`src/rtl/spza_pkg.sv`:
```
// Shared types and constants for the sonar proximity zone alarm.
package spza_pkg;

    localparam int NUM_SONARS = 4;
    localparam int DIR_W      = 2;
    localparam int RANGE_W    = 12;
    localparam int RANGE_MAX  = 4095;
    localparam int MASK_W     = 8;
    localparam int STATE_W    = 2;
    localparam int LED_W      = 8;
    localparam int CFG_IDX_W  = 2;

    localparam logic [CFG_IDX_W-1:0] CFG_FRONT_ALERT = 2'd0;
    localparam logic [CFG_IDX_W-1:0] CFG_SIDE_ALERT  = 2'd1;
    localparam logic [CFG_IDX_W-1:0] CFG_RANGE_LIMIT = 2'd2;

    localparam logic [RANGE_W-1:0] FRONT_ALERT_RST = 12'd650;
    localparam logic [RANGE_W-1:0] SIDE_ALERT_RST  = 12'd150;
    localparam logic [RANGE_W-1:0] RANGE_LIMIT_RST = 12'd1000;

    localparam logic [DIR_W-1:0] DIR_FRONT = 2'd0;

    localparam logic [STATE_W-1:0] ZS_NONE   = 2'd0;
    localparam logic [STATE_W-1:0] ZS_WHITE  = 2'd1;
    localparam logic [STATE_W-1:0] ZS_YELLOW = 2'd2;
    localparam logic [STATE_W-1:0] ZS_RED    = 2'd3;

    localparam logic [MASK_W-1:0] YELLOW_BITS = 8'h55;
    localparam logic [MASK_W-1:0] RED_BITS    = 8'hAA;

    localparam logic [LED_W-1:0] LED_FULL = 8'd255;
    localparam logic [LED_W-1:0] LED_HALF = 8'd127;
    localparam logic [LED_W-1:0] LED_OFF  = 8'd0;

    typedef struct packed {
        logic [DIR_W-1:0]   direction;
        logic [RANGE_W-1:0] range_mm;
    } t_in_word;

    typedef struct packed {
        logic               alert;
        logic [LED_W-1:0]   led_red;
        logic [LED_W-1:0]   led_green;
        logic [MASK_W-1:0]  zone_mask;
        logic [STATE_W-1:0] zone_state;
    } t_out_word;

    typedef struct packed {
        logic [MASK_W-1:0]  mask;
        logic [STATE_W-1:0] state;
    } t_zone_next;

endpackage

```
`src/rtl/sonar_proximity_zone_alarm_top.sv`:
```
// Top level of the sonar proximity zone alarm: handshakes, config registers, output stage.
//
// Input channel: i_valid / o_stall carry one word (sonar direction, range in mm).
// Output channel: o_valid / i_stall carry one word per input word: alert flag,
// LED red and green levels, the 8-bit zone mask and the zone state.
// Config: i_cfg_we writes i_cfg_data into register i_cfg_idx (front alert,
// side/rear alert, range limit); write only while the block is idle.
// A taken word waits in the compare stage and is then registered into the output stage.
// Throughput: one word per cycle while the output is not held; the window sum
// memory is read the cycle a word is taken and written back as it leaves the
// compare stage, with forwarding for a same-sonar word directly behind.
// Stall: when the output is held, the compare stage keeps its word and
// o_stall rises once that stage is full; nothing is dropped.
// Reset: synchronous, active low; window fill counts, mask and state clear,
// thresholds return to 650, 150 and 1000 mm. The sum memory needs no
// clearing pass: an empty window reads its sum as zero.
module sonar_proximity_zone_alarm_top #(
    parameter int WINDOW_LEN = 5
) (
    input  logic                           i_clk,
    input  logic                           i_rst_n,
    input  logic                           i_valid,
    output logic                           o_stall,
    input  spza_pkg::t_in_word             i_word,
    output logic                           o_valid,
    input  logic                           i_stall,
    output spza_pkg::t_out_word            o_word,
    input  logic                           i_cfg_we,
    input  logic [spza_pkg::CFG_IDX_W-1:0] i_cfg_idx,
    input  logic [spza_pkg::RANGE_W-1:0]   i_cfg_data
);

    localparam int SUM_W = $clog2(WINDOW_LEN*spza_pkg::RANGE_MAX+1);

    logic [spza_pkg::RANGE_W-1:0] r_front_alert;
    logic [spza_pkg::RANGE_W-1:0] r_side_alert;
    logic [spza_pkg::RANGE_W-1:0] r_limit;
    logic [spza_pkg::MASK_W-1:0]  r_mask;
    logic [spza_pkg::STATE_W-1:0] r_state;
    logic                         r_b_valid;
    logic [spza_pkg::DIR_W-1:0]   r_b_dir;
    logic                         r_o_valid;
    spza_pkg::t_out_word          r_o_word;

    logic                 n_b_valid;
    logic                 n_o_valid;
    spza_pkg::t_out_word  n_o_word;

    logic                 in_acc;
    logic                 o_adv;
    logic                 b_adv;
    logic [SUM_W-1:0]     win_sum;
    logic                 win_full;
    spza_pkg::t_zone_next zone_next;

    assign o_adv   = !r_o_valid || !i_stall;
    assign b_adv   = r_b_valid && o_adv;
    assign o_stall = r_b_valid && !o_adv;
    assign in_acc  = i_valid && !o_stall;

    spza_window #(
        .WINDOW_LEN (WINDOW_LEN)
    ) u_window (
        .i_clk    (i_clk),
        .i_rst_n  (i_rst_n),
        .i_load   (in_acc),
        .i_dir    (i_word.direction),
        .i_sample (i_word.range_mm),
        .i_commit (b_adv),
        .o_sum    (win_sum),
        .o_full   (win_full)
    );

    spza_zone #(
        .WINDOW_LEN (WINDOW_LEN)
    ) u_zone (
        .i_dir         (r_b_dir),
        .i_sum         (win_sum),
        .i_full        (win_full),
        .i_front_alert (r_front_alert),
        .i_side_alert  (r_side_alert),
        .i_limit       (r_limit),
        .i_mask        (r_mask),
        .i_state       (r_state),
        .o_next        (zone_next)
    );

    always_comb begin
        n_o_word.zone_mask  = zone_next.mask;
        n_o_word.zone_state = zone_next.state;
        if ((zone_next.mask & spza_pkg::RED_BITS) != '0) begin
            n_o_word.alert     = 1'b1;
            n_o_word.led_red   = spza_pkg::LED_FULL;
            n_o_word.led_green = spza_pkg::LED_OFF;
        end else if ((zone_next.mask & spza_pkg::YELLOW_BITS) != '0) begin
            n_o_word.alert     = 1'b0;
            n_o_word.led_red   = spza_pkg::LED_FULL;
            n_o_word.led_green = spza_pkg::LED_HALF;
        end else begin
            n_o_word.alert     = 1'b0;
            n_o_word.led_red   = spza_pkg::LED_OFF;
            n_o_word.led_green = spza_pkg::LED_OFF;
        end
    end

    always_comb begin
        if (in_acc) begin
            n_b_valid = 1'b1;
        end else if (b_adv) begin
            n_b_valid = 1'b0;
        end else begin
            n_b_valid = r_b_valid;
        end
        if (b_adv) begin
            n_o_valid = 1'b1;
        end else if (o_adv) begin
            n_o_valid = 1'b0;
        end else begin
            n_o_valid = r_o_valid;
        end
    end

    always_ff @(posedge i_clk) begin
        if (!i_rst_n) begin
            r_front_alert <= spza_pkg::FRONT_ALERT_RST;
            r_side_alert  <= spza_pkg::SIDE_ALERT_RST;
            r_limit       <= spza_pkg::RANGE_LIMIT_RST;
        end else if (i_cfg_we) begin
            unique case (i_cfg_idx)
                spza_pkg::CFG_FRONT_ALERT: begin
                    r_front_alert <= i_cfg_data;
                end
                spza_pkg::CFG_SIDE_ALERT: begin
                    r_side_alert <= i_cfg_data;
                end
                spza_pkg::CFG_RANGE_LIMIT: begin
                    r_limit <= i_cfg_data;
                end
                default: begin
                end
            endcase
        end
    end

    always_ff @(posedge i_clk) begin
        if (!i_rst_n) begin
            r_b_valid <= 1'b0;
            r_o_valid <= 1'b0;
            r_mask    <= '0;
            r_state   <= spza_pkg::ZS_NONE;
        end else begin
            r_b_valid <= n_b_valid;
            r_o_valid <= n_o_valid;
            if (b_adv) begin
                r_mask  <= zone_next.mask;
                r_state <= zone_next.state;
            end
        end
    end

    always_ff @(posedge i_clk) begin
        if (in_acc) begin
            r_b_dir <= i_word.direction;
        end
        if (b_adv) begin
            r_o_word <= n_o_word;
        end
    end

    assign o_valid = r_o_valid;
    assign o_word  = r_o_word;

`ifndef ASSERT_OFF
    a_take_fills_stage: assert property (@(posedge i_clk) disable iff (!i_rst_n)
        in_acc |=> r_b_valid)
        else $error("accepted word missing from compare stage");

    a_adv_reaches_out: assert property (@(posedge i_clk) disable iff (!i_rst_n)
        b_adv |=> r_o_valid && (o_word.zone_mask == r_mask))
        else $error("output mask differs from committed mask");

    a_alert_matches: assert property (@(posedge i_clk) disable iff (!i_rst_n)
        r_o_valid |-> (o_word.alert == ((o_word.zone_mask & spza_pkg::RED_BITS) != '0)))
        else $error("alert flag inconsistent with zone mask");
`endif

endmodule

```
`src/rtl/spza_window.sv`:
```
// Per-sonar sample ring and running sum held in memories, with write-back forwarding.
module spza_window #(
    parameter int WINDOW_LEN = 5
) (
    input  logic                         i_clk,
    input  logic                         i_rst_n,
    input  logic                         i_load,
    input  logic [spza_pkg::DIR_W-1:0]   i_dir,
    input  logic [spza_pkg::RANGE_W-1:0] i_sample,
    input  logic                         i_commit,
    output logic [$clog2(WINDOW_LEN*spza_pkg::RANGE_MAX+1)-1:0] o_sum,
    output logic                         o_full
);

    localparam int SUM_W   = $clog2(WINDOW_LEN*spza_pkg::RANGE_MAX+1);
    localparam int FILL_W  = $clog2(WINDOW_LEN+1);
    localparam int PTR_W   = (WINDOW_LEN > 1) ? $clog2(WINDOW_LEN) : 1;
    localparam int DEPTH   = spza_pkg::NUM_SONARS*WINDOW_LEN;
    localparam int ADDR_W  = $clog2(DEPTH);

    logic [spza_pkg::RANGE_W-1:0] r_smp_mem [DEPTH];
    logic [SUM_W-1:0]             r_sum_mem [spza_pkg::NUM_SONARS];
    logic [PTR_W-1:0]             r_ptr     [spza_pkg::NUM_SONARS];
    logic [FILL_W-1:0]            r_fill    [spza_pkg::NUM_SONARS];

    logic [spza_pkg::RANGE_W-1:0] r_smp_rd;
    logic [SUM_W-1:0]             r_sum_rd;

    logic [spza_pkg::DIR_W-1:0]   r_dir;
    logic [spza_pkg::RANGE_W-1:0] r_val;
    logic [ADDR_W-1:0]            r_addr;
    logic                         r_first;
    logic                         r_old_full;
    logic                         r_now_full;
    logic                         r_fwd_sum;
    logic [SUM_W-1:0]             r_fwd_sum_val;
    logic                         r_fwd_smp;
    logic [spza_pkg::RANGE_W-1:0] r_fwd_smp_val;

    logic [PTR_W-1:0]  ld_ptr;
    logic [FILL_W-1:0] ld_fill;
    logic [ADDR_W-1:0] ld_addr;
    logic              ld_old_full;
    logic [SUM_W-1:0]  sum_base;
    logic [SUM_W-1:0]  sum_drop;
    logic [SUM_W-1:0]  new_sum;

    assign ld_ptr      = r_ptr[i_dir];
    assign ld_fill     = r_fill[i_dir];
    assign ld_old_full = (ld_fill == FILL_W'(WINDOW_LEN));
    assign ld_addr     = ADDR_W'(i_dir) * ADDR_W'(WINDOW_LEN) + ADDR_W'(ld_ptr);

    always_comb begin
        if (r_first) begin
            sum_base = '0;
        end else if (r_fwd_sum) begin
            sum_base = r_fwd_sum_val;
        end else begin
            sum_base = r_sum_rd;
        end
        if (!r_old_full) begin
            sum_drop = '0;
        end else if (r_fwd_smp) begin
            sum_drop = SUM_W'(r_fwd_smp_val);
        end else begin
            sum_drop = SUM_W'(r_smp_rd);
        end
        new_sum = sum_base - sum_drop + SUM_W'(r_val);
    end

    assign o_sum  = new_sum;
    assign o_full = r_now_full;

    // ring pointer and fill count advance as the word is taken
    always_ff @(posedge i_clk) begin
        if (!i_rst_n) begin
            for (int k = 0; k < spza_pkg::NUM_SONARS; k++) begin
                r_ptr[k]  <= '0;
                r_fill[k] <= '0;
            end
        end else if (i_load) begin
            r_ptr[i_dir] <= (ld_ptr == PTR_W'(WINDOW_LEN-1)) ? '0 : ld_ptr + PTR_W'(1);
            if (!ld_old_full) begin
                r_fill[i_dir] <= ld_fill + FILL_W'(1);
            end
        end
    end

    always_ff @(posedge i_clk) begin
        if (i_commit) begin
            r_smp_mem[r_addr] <= r_val;
        end
        if (i_load) begin
            r_smp_rd <= r_smp_mem[ld_addr];
        end
    end

    always_ff @(posedge i_clk) begin
        if (i_commit) begin
            r_sum_mem[r_dir] <= new_sum;
        end
        if (i_load) begin
            r_sum_rd <= r_sum_mem[i_dir];
        end
    end

    always_ff @(posedge i_clk) begin
        if (!i_rst_n) begin
            r_fwd_sum <= 1'b0;
            r_fwd_smp <= 1'b0;
        end else if (i_load) begin
            r_fwd_sum <= i_commit && (i_dir == r_dir);
            r_fwd_smp <= i_commit && (ld_addr == r_addr);
        end
    end

    always_ff @(posedge i_clk) begin
        if (i_load) begin
            r_dir         <= i_dir;
            r_val         <= i_sample;
            r_addr        <= ld_addr;
            r_first       <= (ld_fill == '0);
            r_old_full    <= ld_old_full;
            r_now_full    <= ld_old_full || (ld_fill == FILL_W'(WINDOW_LEN-1));
            r_fwd_sum_val <= new_sum;
            r_fwd_smp_val <= r_val;
        end
    end

endmodule

```
`src/rtl/spza_zone.sv`:
```
// Zone decision: scaled threshold compare and mask/state update.
module spza_zone #(
    parameter int WINDOW_LEN = 5
) (
    input  logic [spza_pkg::DIR_W-1:0]   i_dir,
    input  logic [$clog2(WINDOW_LEN*spza_pkg::RANGE_MAX+1)-1:0] i_sum,
    input  logic                         i_full,
    input  logic [spza_pkg::RANGE_W-1:0] i_front_alert,
    input  logic [spza_pkg::RANGE_W-1:0] i_side_alert,
    input  logic [spza_pkg::RANGE_W-1:0] i_limit,
    input  logic [spza_pkg::MASK_W-1:0]  i_mask,
    input  logic [spza_pkg::STATE_W-1:0] i_state,
    output spza_pkg::t_zone_next         o_next
);

    localparam int SUM_W = $clog2(WINDOW_LEN*spza_pkg::RANGE_MAX+1);

    logic [spza_pkg::RANGE_W-1:0] alert_mm;
    logic [SUM_W-1:0]             alert_scaled;
    logic [SUM_W-1:0]             limit_scaled;
    logic [SUM_W-1:0]             s;
    logic [spza_pkg::MASK_W-1:0]  yel;
    logic [spza_pkg::MASK_W-1:0]  red;
    logic [spza_pkg::MASK_W-1:0]  pair;
    logic [spza_pkg::MASK_W-1:0]  m;
    logic [spza_pkg::STATE_W-1:0] st;

    assign alert_mm     = (i_dir == spza_pkg::DIR_FRONT) ? i_front_alert : i_side_alert;
    assign alert_scaled = SUM_W'(alert_mm) * SUM_W'(WINDOW_LEN);
    assign limit_scaled = SUM_W'(i_limit) * SUM_W'(WINDOW_LEN);
    assign s            = i_full ? i_sum : limit_scaled;
    assign yel          = spza_pkg::MASK_W'(1) << {i_dir, 1'b0};
    assign red          = spza_pkg::MASK_W'(2) << {i_dir, 1'b0};
    assign pair         = yel | red;

    always_comb begin
        m  = i_mask;
        st = i_state;
        if (s > alert_scaled && s < limit_scaled) begin
            if (i_dir == spza_pkg::DIR_FRONT) begin
                if ((m & red) != '0) begin
                    m = m & ~pair;
                end
                if ((m & spza_pkg::RED_BITS) == '0) begin
                    m  = (m & ~pair) | yel;
                    st = spza_pkg::ZS_YELLOW;
                end
            end else begin
                m = (m & ~pair) | yel;
                if ((m & spza_pkg::RED_BITS) == '0) begin
                    st = spza_pkg::ZS_YELLOW;
                end
            end
        end else if (s < alert_scaled) begin
            m  = m | red;
            st = spza_pkg::ZS_RED;
        end else begin
            m = m & ~pair;
            if (m == '0) begin
                st = spza_pkg::ZS_WHITE;
            end
        end
        o_next.mask  = m;
        o_next.state = st;
    end

endmodule

```
`config.mk`:
```
export PLATFORM = sky130hd
export DESIGN_NAME = sonar_proximity_zone_alarm_top
export DESIGN_NICKNAME = d
export VERILOG_FILES = /design/src/rtl/spza_pkg.sv /design/src/rtl/sonar_proximity_zone_alarm_top.sv /design/src/rtl/spza_window.sv /design/src/rtl/spza_zone.sv
export SDC_FILE = /design/constraint.sdc
export NUM_CORES = 1
export LEC_CHECK = 0
export BUFFER_PORTS_ARGS = -buffer_cell sky130_fd_sc_hd__buf_4
export CORE_ASPECT_RATIO = 0.6
export CORE_MARGIN = 2
export CORE_UTILIZATION = 60
export DETAILED_ROUTE_END_ITERATION = 8
export GPL_TIMING_DRIVEN = 0
export HOLD_SLACK_MARGIN = 0.03
export PLACE_DENSITY = 0.77
export SLEW_MARGIN = 10
export SYNTH_ARGS = -nofsm -noshare
export SYNTH_HDL_FRONTEND = slang
export SYNTH_HIERARCHICAL = 1
export SYNTH_SLANG_ARGS = --single-unit
```
`constraint.sdc`:
```
create_clock -name i_clk -period 10.2 [get_ports i_clk]
set_clock_uncertainty 0.1 [all_clocks]
set_input_delay 2.04 -clock i_clk [delete_from_list [all_inputs] [get_ports i_clk]]
set_output_delay 2.04 -clock i_clk [all_outputs]
set_load 0.1 [all_outputs]
```
==> metrics.txt <==
CP Class=register to register; crit path to=o_word[24]; Distinct cells, synth=75; Synthesis Warnings=6; synthesis-to-layout area growth=11.6%; clk_lat worst skew=0.56 ns; Worst Setup Start Kind=register; Post-DP HPWL=33800 um; htree depth=2; final WL=just under 50000 um; fraction of layout cells with a size suffix above 1=about a fifth; worst vdd ir=0.127 mV; fmax=around 140 MHz; post-route ant nets=0; flop-to-flop setup slack=~3.3 ns; row count=54; fin util=between 60 and 70%; R2R Path Start=u_window/r_fwd_smp; DRT Pass-1 Iters=5; deepest clock path buffer count=3; Hold Crit Class=register to register; diode count=0; register area=between 10000 and 15000 um2; Max FO, Critical Path=10; Final Wtd Congestion=~0.9; post-cts gate resize count=0; Critical Path RT=around 10 ns; Syn Inst Count=roughly 1500; Port Buffers=between 50 and 60; setup TNS=0 ns; CTS tree=yes; status=complete, no violations; Iteration-0 DRC Markers=around 1500; number of synthesized flops with an enable pin=415; fraction of registers with async set/reset=0%; initial cell density of the core=60.5%; Slew Limit Fails=0; full die area=approximately 38000 um2; total clock sinks=465; first-pass GRT wire length=~73000 um; period utilization=about two thirds; Syn Area/Cell=roughly 15 um2; Worst Setup End Kind=register; Leak=about 0.009 uW; Clock Pin Slew Worst Setup and Hold Paths=approximately 0.07 ns; DR vias/cell=about 6.2; Die H=~150 um; die width=250 um; R2R cell count=23; Final setup viols=0; Synth Register Bits=roughly 470; synthesized area=approximately 22000 um2; hold buffers post-CTS=0; post-route minimum period=slightly below 7 ns; Post-Synthesis Net Count=between 1500 and 2000; Rel. slew slack=just over 20%; area of the multi-input gates=between 7000 and 8000 um2; FF-to-FF End=o_word[24]; Post-synth top flop=edfxtp_1; RSZ-0062 raised after global routing=no; CTS Buf Count=between 40 and 50; # nets final=about 1700; Post-route DRC=0; GRT Overall Usage=around a quarter; Ports=62; Fin. Hold Viols=0; vias in the first global route=between 10000 and 15000; total number of vias=between 10000 and 15000; post-synthesis sequential area ratio=61.7%; CP startpoint=u_window/r_fwd_smp; worst slew pin tran=~1.2 ns; gr ovfl total=0; Max Cap Viol=0; CTS root buffer=clkbuf_16; post-CTS setup buffer count=0; Wirelength per Cell=between 20 and 25 um; total core area=between 30000 and 40000 um2; pwr dens=212 nW/um2; CP arrival=between 7 and 8 ns; FILL cells=roughly 2400; maximum number of pins on one net before global-route repair=27; initial antenna violation count=0
## cell usage after synthesis (all sizes together), types with 6 or more instances
| master | instances | share of area [%] |
|---|---|---|
| edfxtp | 415 | 57 |
| nand2 | 110 | 1.9 |
| mux2i | 92 | 4.2 |
| ha | 87 | 5.0 |
| nor2 | 83 | 1.4 |
| mux4 | 81 | 8.6 |
| inv | 72 | 1.2 |
| buf | 54 | 1.8 |
| dfxtp | 50 | 4.6 |
| o21ai | 43 | 0.99 |
| nor2b | 40 | 1.1 |
| a21oi | 35 | 0.80 |
| nor3 | 26 | 0.60 |
| mux2 | 23 | 1.2 |
| xor2 | 22 | 0.88 |
| clkbuf | 19 | 0.33 |
| or2 | 18 | 0.52 |
| xnor2 | 18 | 0.72 |
| fa | 15 | 1.4 |
| nand3 | 14 | 0.32 |
| a221o | 13 | 0.60 |
| a21o | 12 | 0.41 |
| o21a | 12 | 0.41 |
| and3 | 7 | 0.20 |
| nand3b | 7 | 0.26 |
| nand4b | 7 | 0.28 |
| o211ai | 7 | 0.26 |
| o31ai | 6 | 0.21 |
## layer usage
metal  track usage [%]  wire (um)  vias to the layer above
met5              2.86        146                        -
met4              4.76        636                        2
met3              8.25       5760                       59
met2              36.3      19900                      610
met1              40.2      22500                     6495
li1                  -          -                     5766
## placed cells by master (no fill, tap or decap), types with 18 or more instances in the layout
| cell type | instances |
|---|---|
| a21oi_1 | 35 |
| buf_2 | 23 |
| buf_4 | 78 |
| clkbuf_1 | 35 |
| clkbuf_16 | 44 |
| dfxtp_1 | 50 |
| edfxtp_1 | 415 |
| ha_1 | 87 |
| inv_1 | 72 |
| mux2_2 | 22 |
| mux2i_1 | 92 |
| mux4_2 | 64 |
| nand2_1 | 110 |
| nor2_1 | 69 |
| nor2b_1 | 39 |
| nor3_1 | 26 |
| o21ai_0 | 42 |
| xnor2_1 | 18 |
| xor2_1 | 22 |
## worst max-delay path, stage by stage, from the launching register on
cell and delay [ns]:
dfxtp_1 0.31, clkbuf_1 0.24, buf_1 0.71, mux2i_1 0.27, nor2b_1 0.08, fa_1 0.51
inv_1 0.04, ha_1 0.35, a21o_1 0.21, a21oi_1 0.24, a21oi_1 0.20, o31ai_1 0.36
xnor2_1 0.26, nand2_1 0.12, o21ai_0 0.32, ha_1 0.42, and3_1 0.18, and3_1 0.20
o31ai_1 0.14, and3_1 0.19, buf_2 0.18, mux2_2 0.33, or4_4 0.53, nand2b_1 0.15
## power breakdown
group | switching (uW) | internal [uW] | total [uW]
logic | 822 | 467 | 1290
clock network | 687 | 865 | 1550
registers | 60.9 | 2270 | 2330
total | 1570 | 3600 | 5170
## through the flow
| stage | power, uW | instance area (um2) | worst slack, ns | std cells | hold WS, ns |
|---|---|---|---|---|---|
| 2_1_floorplan | 3260 | 21800 | 1.86 | 1458 | 0.331 |
| 3_3_place_gp | 3560 | 22900 | -0.787 | 1991 | 0.342 |
| 3_5_place_dp | 3620 | 23000 | 3.38 | 1998 | 0.347 |
| 4_1_cts | 5170 | 24300 | 3.43 | 2077 | 0.361 |
| 5_1_grt | 5370 | 24400 | 2.91 | 2078 | 0.381 |
| 6_report | 5170 | 24400 | 3.26 | 2078 | 0.361 |
## final cells by class
| class | count | share of cell area [%] |
|---|---|---|
| Tap cell | 476 | 2.44 |
| Sequential cell | 465 | 55.3 |
| Clock inverter | 16 | 0.591 |
| Buffer | 76 | 2.01 |
| Multi-Input combinational cell | 845 | 31.4 |
| Clock buffer | 63 | 4.89 |
| Timing Repair Buffer | 65 | 2.27 |
| Inverter | 72 | 1.11 |
## sequential cells by signal, indices dropped and copies added, names as in the netlist, 13 cells and up
register,cells
u_window/r_smp_mem,240
u_window/r_sum_mem,60
u_window/r_fwd_sum_val,15
u_window/r_sum_rd,15
o_word,13
## how the worst min path moves through the flow
stage	slack, ns	to	from	depth (start not counted)
after floorplan	0.33	r_front_alert[0]	r_front_alert[0]	2
after global placement	0.34	r_front_alert[2]	r_front_alert[2]	2
after detailed placement	0.35	r_side_alert[9]	r_side_alert[9]	2
after CTS	0.36	r_side_alert[9]	r_side_alert[9]	2
after global routing	0.38	r_state[0]	r_state[0]	2
final	0.36	r_side_alert[9]	r_side_alert[9]	2
## cells by family (layout without fill, tap and decap cells)
kind of cell,count (synthesis),count (layout),synth area share (%)
adders and majority gates,102,102,6.36
DFF,465,465,61.7
other,1,1,0.0172
buffers and inverters,148,292,3.49
AOI/OAI and AO/OA,162,162,4.99
xor gates and xnor gates,40,40,1.60
muxes,196,196,14.1
and+or+nand+nor,344,344,7.80
No activity file was read; power rests on OpenSTA's default activity.
